$ cat src/rtl/core/assert_macros.svh
// assertion macros shared by the rtl files
// define ASSERT_OFF to compile them away
`ifndef ASSERT_MACROS_SVH
`define ASSERT_MACROS_SVH

`ifndef ASSERT_OFF

// property on clk_i, disabled while rst_ni is low
`define ASSERT_CLK(lbl, prop, msg) \
  lbl: assert property (@(posedge clk_i) disable iff (!rst_ni) prop) else $error(msg);

// property on an explicit clock and active-low reset
`define ASSERT_CLK_RST(lbl, clk, rst_n, prop, msg) \
  lbl: assert property (@(posedge clk) disable iff (!rst_n) prop) else $error(msg);

`else

`define ASSERT_CLK(lbl, prop, msg)
`define ASSERT_CLK_RST(lbl, clk, rst_n, prop, msg)

`endif

`endif

$ cat src/rtl/core/plle_pkg.sv
`timescale 1ns / 1ps

package plle_pkg;

  // stream field widths and packing
  localparam int unsigned CMD_W       = 2;
  localparam int unsigned POS_W       = 8;
  localparam int unsigned VAL_W       = 32;
  localparam int unsigned CMD_LSB     = 0;
  localparam int unsigned POS_LSB     = CMD_LSB + CMD_W;
  localparam int unsigned VAL_LSB     = POS_LSB + POS_W;
  localparam int unsigned IN_TDATA_W  = 48;

  localparam int unsigned STATUS_W    = 3;
  localparam int unsigned FOUND_W     = 6;
  localparam int unsigned LEN_W       = 7;
  localparam int unsigned FREE_W      = 7;
  localparam int unsigned OUT_TDATA_W = 24;
  localparam int unsigned OUT_PAD_W   = OUT_TDATA_W - STATUS_W - FOUND_W - LEN_W - FREE_W;

  // command codes
  typedef enum logic [CMD_W-1:0] {
    OP_INSERT = 2'd0,
    OP_REMOVE = 2'd1,
    OP_SEARCH = 2'd2,
    OP_NONE   = 2'd3
  } plle_op_e;

  // result status codes
  typedef enum logic [STATUS_W-1:0] {
    ST_OK        = 3'd0,
    ST_BAD_POS   = 3'd1,
    ST_EXHAUSTED = 3'd2,
    ST_EMPTY     = 3'd3,
    ST_NOT_FOUND = 3'd4
  } plle_status_e;

  // node memory read address select
  typedef enum logic [1:0] {
    RD_NONE,
    RD_FREE,
    RD_HEAD,
    RD_NEXT
  } plle_rd_e;

  // link memory write operation
  typedef enum logic [2:0] {
    LW_NONE,
    LW_INIT,
    LW_NEW_HEAD,
    LW_NEW_NEXT,
    LW_PREV_NEW,
    LW_UNLINK,
    LW_FREE
  } plle_lwr_e;

  // controller states
  typedef enum logic [3:0] {
    S_INIT,
    S_IDLE,
    S_DECODE,
    S_TAKE,
    S_HEAD,
    S_WALK,
    S_LINK,
    S_FREE,
    S_DONE
  } plle_state_e;

  // controller to datapath
  typedef struct packed {
    logic         load_item;
    plle_rd_e     rd_sel;
    logic         alloc;
    plle_lwr_e    link_wr;
    logic         res_load;
    plle_status_e res_status;
    logic         res_found;
  } plle_cmd_t;

  // datapath to controller
  typedef struct packed {
    plle_op_e op;
    logic     pool_empty;
    logic     list_empty;
    logic     pos_zero;
    logic     ins_bad;
    logic     rm_bad;
    logic     at_ins_target;
    logic     at_rm_target;
    logic     at_tail;
    logic     val_match;
    logic     init_last;
    logic     out_busy;
  } plle_stat_t;

endpackage

$ cat src/rtl/core/positional_linked_list_engine.sv
`timescale 1ns / 1ps

// Singly linked list of DATA_WIDTH-bit values kept in a pool of CAPACITY nodes,
// with freed nodes kept on a free list. Each input transfer carries one command
// (insert at a position, remove at a position, search for a value) and yields
// exactly one result transfer with status, found position, list length and free
// count. One command is worked at a time. The walk reads one list node per cycle
// from the link memory. A finished result waits until the output register has
// room, and no new command is taken meanwhile. After reset the link memory is
// swept once to build the initial free list; no input is taken during the sweep.
module positional_linked_list_engine
  import plle_pkg::*;
#(
  parameter int unsigned CAPACITY   = 64,
  parameter int unsigned DATA_WIDTH = 32
) (
  input  logic                   clk_i,
  input  logic                   rst_ni,
  input  logic                   s_axis_tvalid_i,
  output logic                   s_axis_tready_o,
  // command [1:0], position [9:2], value [41:10], zero fill above
  input  logic [IN_TDATA_W-1:0]  s_axis_tdata_i,
  output logic                   m_axis_tvalid_o,
  input  logic                   m_axis_tready_i,
  // status [2:0], found_position [8:3], list_length [15:9], free_count [22:16]
  output logic [OUT_TDATA_W-1:0] m_axis_tdata_o
);

  plle_cmd_t  cmd;
  plle_stat_t stat;

  plle_ctrl u_ctrl (
    .clk_i     (clk_i),
    .rst_ni    (rst_ni),
    .in_valid_i(s_axis_tvalid_i),
    .in_ready_o(s_axis_tready_o),
    .stat_i    (stat),
    .cmd_o     (cmd)
  );

  plle_datapath #(
    .CAPACITY  (CAPACITY),
    .DATA_WIDTH(DATA_WIDTH)
  ) u_datapath (
    .clk_i      (clk_i),
    .rst_ni     (rst_ni),
    .in_data_i  (s_axis_tdata_i),
    .out_ready_i(m_axis_tready_i),
    .out_valid_o(m_axis_tvalid_o),
    .out_data_o (m_axis_tdata_o),
    .cmd_i      (cmd),
    .stat_o     (stat)
  );

endmodule

$ cat src/rtl/core/plle_ram.sv
`timescale 1ns / 1ps

module plle_ram #(
  parameter int unsigned WIDTH = 32,
  parameter int unsigned DEPTH = 64
) (
  input  logic                     clk_i,
  input  logic                     we_i,
  input  logic [$clog2(DEPTH)-1:0] waddr_i,
  input  logic [WIDTH-1:0]         wdata_i,
  input  logic                     re_i,
  input  logic [$clog2(DEPTH)-1:0] raddr_i,
  output logic [WIDTH-1:0]         rdata_o
);

  logic [WIDTH-1:0] mem_q [DEPTH];
  logic [WIDTH-1:0] rdata_q;

  // one write port, one registered read port
  always_ff @(posedge clk_i) begin
    if (we_i) begin
      mem_q[waddr_i] <= wdata_i;
    end
    if (re_i) begin
      rdata_q <= mem_q[raddr_i];
    end
  end

  assign rdata_o = rdata_q;

endmodule

$ cat src/rtl/core/plle_ctrl.sv
`timescale 1ns / 1ps
`include "assert_macros.svh"

module plle_ctrl
  import plle_pkg::*;
(
  input  logic       clk_i,
  input  logic       rst_ni,
  input  logic       in_valid_i,
  output logic       in_ready_o,
  input  plle_stat_t stat_i,
  output plle_cmd_t  cmd_o
);

  plle_state_e  state_q, state_d;
  plle_status_e status_q, status_d;
  logic         found_q, found_d;

  // state and result code registers
  always_ff @(posedge clk_i or negedge rst_ni) begin
    if (!rst_ni) begin
      state_q  <= S_INIT;
      status_q <= ST_OK;
      found_q  <= 1'b0;
    end else begin
      state_q  <= state_d;
      status_q <= status_d;
      found_q  <= found_d;
    end
  end

  // next state and commands
  always_comb begin
    state_d          = state_q;
    status_d         = status_q;
    found_d          = found_q;
    in_ready_o       = 1'b0;
    cmd_o            = '0;
    cmd_o.rd_sel     = RD_NONE;
    cmd_o.link_wr    = LW_NONE;
    cmd_o.res_status = status_q;
    cmd_o.res_found  = found_q;

    unique case (state_q)
      S_INIT: begin
        cmd_o.link_wr = LW_INIT;
        if (stat_i.init_last) begin
          state_d = S_IDLE;
        end
      end

      S_IDLE: begin
        in_ready_o = 1'b1;
        if (in_valid_i) begin
          cmd_o.load_item = 1'b1;
          state_d         = S_DECODE;
        end
      end

      S_DECODE: begin
        found_d  = 1'b0;
        status_d = ST_OK;
        unique case (stat_i.op)
          OP_INSERT: begin
            priority if (stat_i.pool_empty) begin
              status_d = ST_EXHAUSTED;
              state_d  = S_DONE;
            end else if (!stat_i.pos_zero && !stat_i.list_empty && stat_i.ins_bad) begin
              status_d = ST_BAD_POS;
              state_d  = S_DONE;
            end else begin
              cmd_o.rd_sel = RD_FREE;
              state_d      = S_TAKE;
            end
          end
          OP_REMOVE: begin
            priority if (stat_i.list_empty) begin
              status_d = ST_EMPTY;
              state_d  = S_DONE;
            end else if (stat_i.rm_bad) begin
              status_d = ST_BAD_POS;
              state_d  = S_DONE;
            end else begin
              cmd_o.rd_sel = RD_HEAD;
              state_d      = S_WALK;
            end
          end
          OP_SEARCH: begin
            if (stat_i.list_empty) begin
              status_d = ST_NOT_FOUND;
              state_d  = S_DONE;
            end else begin
              cmd_o.rd_sel = RD_HEAD;
              state_d      = S_WALK;
            end
          end
          OP_NONE: begin
            status_d = ST_BAD_POS;
            state_d  = S_DONE;
          end
        endcase
      end

      // pop the free list; new node goes to the head or the walk starts
      S_TAKE: begin
        cmd_o.alloc = 1'b1;
        if (stat_i.pos_zero || stat_i.list_empty) begin
          state_d = S_HEAD;
        end else begin
          cmd_o.rd_sel = RD_HEAD;
          state_d      = S_WALK;
        end
      end

      S_HEAD: begin
        cmd_o.link_wr = LW_NEW_HEAD;
        state_d       = S_DONE;
      end

      // one list node per cycle
      S_WALK: begin
        unique case (stat_i.op)
          OP_INSERT: begin
            if (stat_i.at_ins_target) begin
              cmd_o.link_wr = LW_NEW_NEXT;
              state_d       = S_LINK;
            end else begin
              cmd_o.rd_sel = RD_NEXT;
            end
          end
          OP_REMOVE: begin
            if (stat_i.at_rm_target) begin
              cmd_o.link_wr = LW_UNLINK;
              state_d       = S_FREE;
            end else begin
              cmd_o.rd_sel = RD_NEXT;
            end
          end
          OP_SEARCH: begin
            priority if (stat_i.val_match) begin
              found_d = 1'b1;
              state_d = S_DONE;
            end else if (stat_i.at_tail) begin
              status_d = ST_NOT_FOUND;
              state_d  = S_DONE;
            end else begin
              cmd_o.rd_sel = RD_NEXT;
            end
          end
          OP_NONE: begin
            state_d = S_DONE;
          end
        endcase
      end

      S_LINK: begin
        cmd_o.link_wr = LW_PREV_NEW;
        state_d       = S_DONE;
      end

      S_FREE: begin
        cmd_o.link_wr = LW_FREE;
        state_d       = S_DONE;
      end

      // hand the result to the output register once it has room
      S_DONE: begin
        if (!stat_i.out_busy) begin
          cmd_o.res_load = 1'b1;
          state_d        = S_IDLE;
        end
      end

      default: begin
        state_d = S_IDLE;
      end
    endcase
  end

  `ASSERT_CLK(a_init_holds, (state_q == S_INIT) && !stat_i.init_last |=> (state_q == S_INIT), "clearing pass left early")
  `ASSERT_CLK(a_done_waits, (state_q == S_DONE) && stat_i.out_busy |=> (state_q == S_DONE), "result dropped while output stalled")
  `ASSERT_CLK(a_load_to_idle, cmd_o.res_load |=> (state_q == S_IDLE), "result load did not return to idle")

endmodule

$ cat src/rtl/core/plle_datapath.sv
`timescale 1ns / 1ps
`include "assert_macros.svh"

module plle_datapath
  import plle_pkg::*;
#(
  parameter int unsigned CAPACITY   = 64,
  parameter int unsigned DATA_WIDTH = 32
) (
  input  logic                   clk_i,
  input  logic                   rst_ni,
  input  logic [IN_TDATA_W-1:0]  in_data_i,
  input  logic                   out_ready_i,
  output logic                   out_valid_o,
  output logic [OUT_TDATA_W-1:0] out_data_o,
  input  plle_cmd_t              cmd_i,
  output plle_stat_t             stat_o
);

  localparam int unsigned IDX_W  = $clog2(CAPACITY);
  localparam int unsigned LINK_W = $clog2(CAPACITY + 1);
  localparam int unsigned CMP_W  = ((LINK_W > POS_W) ? LINK_W : POS_W) + 1;
  localparam logic [LINK_W-1:0] NIL     = LINK_W'(CAPACITY);
  localparam logic [LINK_W:0]   CAP_SUM = (LINK_W + 1)'(CAPACITY);

  // captured item
  plle_op_e              op_q;
  logic [POS_W-1:0]      pos_q;
  logic [DATA_WIDTH-1:0] val_q;

  // list and pool bookkeeping
  logic [LINK_W-1:0] head_q, free_head_q, len_q, free_q;
  logic [IDX_W-1:0]  init_q;

  // walk pointers
  logic [IDX_W-1:0] cur_q, prev_q, new_q, n_q;

  // output register
  logic                 out_valid_q;
  plle_status_e         out_status_q;
  logic [FOUND_W-1:0]   out_found_q;
  logic [LEN_W-1:0]     out_len_q;
  logic [FREE_W-1:0]    out_free_q;

  // memory ports
  logic                  link_we;
  logic [IDX_W-1:0]      link_waddr;
  logic [LINK_W-1:0]     link_wdata;
  logic [LINK_W-1:0]     rd_link;
  logic [DATA_WIDTH-1:0] rd_value;
  logic                  rd_en;
  logic [IDX_W-1:0]      rd_addr;

  logic [CMP_W-1:0] pos_ext, len_ext, n_ext;
  logic [LINK_W:0]  pool_sum;

  // read address select
  always_comb begin
    rd_en   = 1'b1;
    rd_addr = cur_q;
    unique case (cmd_i.rd_sel)
      RD_NONE: rd_en   = 1'b0;
      RD_FREE: rd_addr = free_head_q[IDX_W-1:0];
      RD_HEAD: rd_addr = head_q[IDX_W-1:0];
      RD_NEXT: rd_addr = rd_link[IDX_W-1:0];
    endcase
  end

  // link write select
  always_comb begin
    link_we    = 1'b1;
    link_waddr = cur_q;
    link_wdata = rd_link;
    unique case (cmd_i.link_wr)
      LW_NONE: link_we = 1'b0;
      LW_INIT: begin
        link_waddr = init_q;
        link_wdata = LINK_W'(init_q) + LINK_W'(1);
      end
      LW_NEW_HEAD: begin
        link_waddr = new_q;
        link_wdata = head_q;
      end
      LW_NEW_NEXT: begin
        link_waddr = new_q;
      end
      LW_PREV_NEW: begin
        link_wdata = LINK_W'(new_q);
      end
      LW_UNLINK: begin
        // unlinking the head updates the head register instead
        link_we    = (n_q != '0);
        link_waddr = prev_q;
      end
      LW_FREE: begin
        link_wdata = free_head_q;
      end
      default: link_we = 1'b0;
    endcase
  end

  plle_ram #(
    .WIDTH(LINK_W),
    .DEPTH(CAPACITY)
  ) u_link_ram (
    .clk_i  (clk_i),
    .we_i   (link_we),
    .waddr_i(link_waddr),
    .wdata_i(link_wdata),
    .re_i   (rd_en),
    .raddr_i(rd_addr),
    .rdata_o(rd_link)
  );

  plle_ram #(
    .WIDTH(DATA_WIDTH),
    .DEPTH(CAPACITY)
  ) u_value_ram (
    .clk_i  (clk_i),
    .we_i   (cmd_i.alloc),
    .waddr_i(free_head_q[IDX_W-1:0]),
    .wdata_i(val_q),
    .re_i   (rd_en),
    .raddr_i(rd_addr),
    .rdata_o(rd_value)
  );

  // bookkeeping registers
  always_ff @(posedge clk_i or negedge rst_ni) begin
    if (!rst_ni) begin
      head_q      <= NIL;
      free_head_q <= '0;
      len_q       <= '0;
      free_q      <= NIL;
      init_q      <= '0;
    end else begin
      if (cmd_i.link_wr == LW_INIT) begin
        init_q <= init_q + IDX_W'(1);
      end
      if (cmd_i.alloc) begin
        free_head_q <= rd_link;
        free_q      <= free_q - LINK_W'(1);
      end
      unique case (cmd_i.link_wr)
        LW_NEW_HEAD: begin
          head_q <= LINK_W'(new_q);
          len_q  <= len_q + LINK_W'(1);
        end
        LW_PREV_NEW: begin
          len_q <= len_q + LINK_W'(1);
        end
        LW_UNLINK: begin
          if (n_q == '0) begin
            head_q <= rd_link;
          end
        end
        LW_FREE: begin
          free_head_q <= LINK_W'(cur_q);
          free_q      <= free_q + LINK_W'(1);
          len_q       <= len_q - LINK_W'(1);
        end
        default: begin
        end
      endcase
    end
  end

  // item capture and walk pointers
  always_ff @(posedge clk_i) begin
    if (cmd_i.load_item) begin
      op_q  <= plle_op_e'(in_data_i[CMD_LSB +: CMD_W]);
      pos_q <= in_data_i[POS_LSB +: POS_W];
      val_q <= DATA_WIDTH'(in_data_i[VAL_LSB +: VAL_W]);
    end
    if (cmd_i.alloc) begin
      new_q <= free_head_q[IDX_W-1:0];
    end
    unique case (cmd_i.rd_sel)
      RD_HEAD: begin
        cur_q <= head_q[IDX_W-1:0];
        n_q   <= '0;
      end
      RD_NEXT: begin
        prev_q <= cur_q;
        cur_q  <= rd_link[IDX_W-1:0];
        n_q    <= n_q + IDX_W'(1);
      end
      default: begin
      end
    endcase
  end

  // output register, refilled as soon as its transfer completes
  always_ff @(posedge clk_i or negedge rst_ni) begin
    if (!rst_ni) begin
      out_valid_q <= 1'b0;
    end else if (cmd_i.res_load) begin
      out_valid_q <= 1'b1;
    end else if (out_ready_i) begin
      out_valid_q <= 1'b0;
    end
  end

  always_ff @(posedge clk_i) begin
    if (cmd_i.res_load) begin
      out_status_q <= cmd_i.res_status;
      out_found_q  <= cmd_i.res_found ? FOUND_W'(n_q) : '0;
      out_len_q    <= LEN_W'(len_q);
      out_free_q   <= FREE_W'(free_q);
    end
  end

  assign out_valid_o = out_valid_q;
  assign out_data_o  = {{OUT_PAD_W{1'b0}}, out_free_q, out_len_q, out_found_q, out_status_q};

  // status toward the controller
  assign pos_ext  = CMP_W'(pos_q);
  assign len_ext  = CMP_W'(len_q);
  assign n_ext    = CMP_W'(n_q);
  assign pool_sum = (LINK_W + 1)'(free_q) + (LINK_W + 1)'(len_q);

  always_comb begin
    stat_o.op            = op_q;
    stat_o.pool_empty    = (free_q == '0);
    stat_o.list_empty    = (head_q == NIL);
    stat_o.pos_zero      = (pos_q == '0);
    stat_o.ins_bad       = (pos_ext > len_ext);
    stat_o.rm_bad        = (pos_ext >= len_ext);
    stat_o.at_ins_target = ((n_ext + CMP_W'(1)) == pos_ext);
    stat_o.at_rm_target  = (n_ext == pos_ext);
    stat_o.at_tail       = ((n_ext + CMP_W'(1)) == len_ext);
    stat_o.val_match     = (rd_value == val_q);
    stat_o.init_last     = (init_q == IDX_W'(CAPACITY - 1));
    stat_o.out_busy      = out_valid_q && !out_ready_i;
  end

  `ASSERT_CLK(a_pool_balance, cmd_i.res_load |-> (pool_sum == CAP_SUM), "free and list counts do not add up to the pool")
  `ASSERT_CLK(a_head_len, cmd_i.res_load |-> ((head_q == NIL) == (len_q == '0)), "head marker and length disagree")
  `ASSERT_CLK_RST(a_no_overwrite, clk_i, rst_ni, cmd_i.res_load |-> !(out_valid_q && !out_ready_i), "result loaded over a stalled one")

endmodule

$ cat config.mk
export PLATFORM = sky130hd
export DESIGN_NAME = positional_linked_list_engine
export DESIGN_NICKNAME = d
export VERILOG_FILES = /design/src/rtl/core/plle_pkg.sv /design/src/rtl/core/positional_linked_list_engine.sv /design/src/rtl/core/plle_ram.sv /design/src/rtl/core/plle_ctrl.sv /design/src/rtl/core/plle_datapath.sv
export VERILOG_INCLUDE_DIRS = /design/src /design/src/rtl/core
export SDC_FILE = /design/constraint.sdc
export NUM_CORES = 2
export LEC_CHECK = 0
export BUFFER_PORTS_ARGS = -buffer_cell sky130_fd_sc_hd__buf_2
export CORE_MARGIN = 3
export CORE_UTILIZATION = 40
export CTS_CLUSTER_DIAMETER = 100
export CTS_CLUSTER_SIZE = 14
export DETAILED_ROUTE_END_ITERATION = 10
export SLEW_MARGIN = 20
export SYNTH_ARGS = -nofsm -noshare
export SYNTH_HDL_FRONTEND = slang
export SYNTH_HIERARCHICAL = 1
export SYNTH_SLANG_ARGS = --single-unit
$ cat constraint.sdc
create_clock -name clk_i -period 8.35 [get_ports clk_i]
set_clock_uncertainty 0.1 [all_clocks]
set_input_delay 0.835 -clock clk_i [delete_from_list [all_inputs] [get_ports clk_i]]
set_output_delay 0.835 -clock clk_i [all_outputs]
set_load 0.1 [all_outputs]
==> impl_metrics.toml <==
[route]
drc = 0
first_pass_iters = 5
wl_um = 257000
antenna_left = 0
vias = 49400
drt-vias-per-instance = 5.84
drt_first_iter_violations = 6014
wl_per_cell_um = 30.4

[clocking]
cts-buffers-inserted = 208
cts.htree.levels = 4
clk_latency_ns = 0.87
clkTransAtPathRegs_ns = 0.07
cts_buffer_depth = 3
cts_sinks = 2667
post_cts_resized = 0
cts_tree = "built"
cts-root-buf = "clkbuf_16"

[setup_path]
cp_cell_sequence = "buf_4 > xor2_1 > nor4_1 > nand4_1 > nor2_1 > buf_4 > nor3b_1 > o311ai_4 > nand2_1 > mux4_4 > buf_12 > mux4_2 > mux4_2 > o22ai_1 > nor2_1"
required_ns = 8.83
end_kind = "flop"
cpMaxStageDelayCell = "mux4_4"
start_kind = "flop"
cp.arrival_ns = 7.27
slowest_delay_ns = 0.97
critPathKind = "flop to flop"
path_max_fanout = 65

[synth]
synth_area_leader_cell = "edfxtp_1"
synth_edf_count = 2624
synth_cell_type_count = 84
synth_top_cell_area_share_pct = 75.9
synthTopCellsByArea = "edfxtp_1 (76%), mux4_2 (14%), mux2i_1 (1.3%)"
syn_avg_cell_area_um2 = 21.8
synth_async_sr_flop_share_pct = 1.61
yosysWarnings = 6
synth-seq-area-share_pct = 77.0
mappedNetlistArea_mm2 = 0.104
yosys_register_bits = 2667
synthFlopType = "edfxtp_1"
synth_nets = 4828
synth_cells = 4761

[floorplanning]
rows = 186
start_util_pct = 40.3
ios = 78
die_x_um = 515
die_area_mm2 = 0.266
core-area_mm2 = 0.257
die_y_um = 515

[timing]
fin_tns_setup_ns = 0
hold_viol = 0
final_max_slew_viol_count = 0
relSlewSlack_pct = 35.7
period_needed_ns = 6.79
fmax_mhz = 147
finalSetupViolations = 0
rsz0062_at_grt = "false"
worstMarginPinSlew_ns = 0.961
period_share_pct = 81.3

[pwr]
finalPower_mw = 36.7
p_leak_nw = 35.4
power_density_mw_per_mm2 = 317
peakVddDrop_v = 0.000240

[outcome]
status = "finished, final reports clean"

[grt]
grt.total_usage_pct = 19.3
grt_max_degree = 76
grt_pass1_wl_um = 369000
grt_overflow = 0
antenna_found_initial = 11
grt_pass1_vias = 50100

[flow_run]
cap_violations = 0

[final_layout]
drive_above_1_share_pct = 25.8
fin_nets = 5093
final_cell_mix = "edfxtp_1 (2624), mux4_2 (663), clkbuf_16 (208), buf_4 (194), nor2_1 (189)"
layout_commonest_cell = "edfxtp_1"
area_growth_pct = 11.3

[worst_hold_path]
hold_path_class = "primary input to flop"

[placement]
gp_congestion = 0.818
dpl.hpwl_um = 143000
port_buffers = 70
## worst max-delay path, delay by kind of cell (launching register included)
family | cells | cell delay [ns]
and+or+nand+nor | 6 | 1.46
DFF | 1 | 0.32
muxes | 3 | 2.06
xor gates and xnor gates | 1 | 0.19
buffers and inverters | 3 | 1.14
AOI/OAI and AO/OA | 2 | 1.18
## registers in the layout (all words and copies together), names as in the netlist, 2 cells and up
name,count
u_ctrl/state_q,4
u_ctrl/status_q,3
u_datapath/cur_q,6
u_datapath/free_head_q,7
u_datapath/free_q,7
u_datapath/head_q,7
u_datapath/init_q,6
u_datapath/len_q,7
u_datapath/n_q,6
u_datapath/new_q,6
u_datapath/op_q,2
u_datapath/out_found_q,6
u_datapath/out_free_q,7
u_datapath/out_len_q,7
u_datapath/out_status_q,3
u_datapath/pos_q,8
u_datapath/prev_q,6
u_datapath/u_link_ram/mem_q,448
u_datapath/u_link_ram/rdata_o,7
u_datapath/u_value_ram/mem_q,2048
u_datapath/u_value_ram/rdata_o,32
u_datapath/val_q,32
## report_power, final
| group | total, mW | leakage, nW | switching, mW | internal, mW |
|---|---|---|---|---|
| logic | 10.9 | 8.54 | 6.79 | 4.10 |
| clock network | 8.99 | 2.75 | 4.48 | 4.51 |
| registers | 16.8 | 24.2 | 0.333 | 16.4 |
## synthesized netlist by cell type, types with 20 or more instances
cell / instances
buf_4: 34
nor2b_1: 23
mux4_2: 667
buf_2: 82
nor2_1: 253
mux2i_1: 139
edfxtp_1: 2624
nor3_1: 23
clkbuf_1: 105
buf_1: 22
xnor2_1: 30
xor2_1: 46
dfrtp_1: 41
o22ai_1: 97
inv_1: 21
o221ai_1: 37
nand2_1: 74
nand3_1: 25
a21oi_1: 93
o21ai_0: 32
a22oi_1: 20
## final cells by class
type	instances	area, um^2
fill	21500	142000
sequential	2667	79900
multi-input combinational	1811	23000
clock buffer	229	5280
tap	3384	4230
timing repair buffer	315	2590
clock inverter	17	397
inverter	23	86.3
antenna	3	7.51
## path summary, 6_finish.rpt
check / start / endpoint / slack [ns] / cells past startpoint
setup / recovery: u_datapath/val_q[14] / u_datapath/u_value_ram/rdata_o[26] / 1.56 / 15
hold / removal: s_axis_tdata_i[31] / u_datapath/val_q[21] / 0.07 / 1
setup reg to reg: u_datapath/val_q[14] / u_datapath/u_value_ram/rdata_o[26] / 1.56 / 15
hold reg to reg: u_ctrl/status_q[2] / u_datapath/out_status_q[2] / 0.40 / 0
max in group asynchronous: rst_ni / u_datapath/head_q[6] / 7.18 / 3
min in group asynchronous: rst_ni / u_datapath/free_q[0] / 0.37 / 2
## cells by family after synthesis
logic type               share of synthesized area, %
flip-flops                                       77.0
multiplexers                                     16.0
AND/OR/NAND/NOR                                  2.49
AO/OA/AOI/OAI                                    2.36
buffers and inverters                            1.37
XOR/XNOR                                        0.657
adder cells (fa/ha/maj)                         0.181
other                                         0.00361
## metal layers
layer	global-route usage, %	vias to the layer above	part of all wire (%)
met5	0	-	0.0051
met4	5.29	2	2.7
met3	3.07	360	7.3
met2	31.9	1893	50
met1	26.8	26700	40
li1	-	20400	-
## stage by stage
stage	instances	util (%)	worst slack, ns	area [um^2]	hold slack (ns)
3_3_place_gp	8175	42.6	1.71	110000	0.404
6_report	8449	44.9	1.56	116000	0.0691
4_1_cts	8446	44.9	1.61	115000	0.00245
2_1_floorplan	4761	-	2.21	104000	0.323
3_5_place_dp	8176	42.6	1.62	110000	0.387
5_1_grt	8448	44.9	1.17	116000	0.0140
## repair_timing
action	in CTS	in global routing
hold endpoints to repair	38	0
hold buffers	24	0
setup buffers	0	0
(Power assumes the default switching activity.)
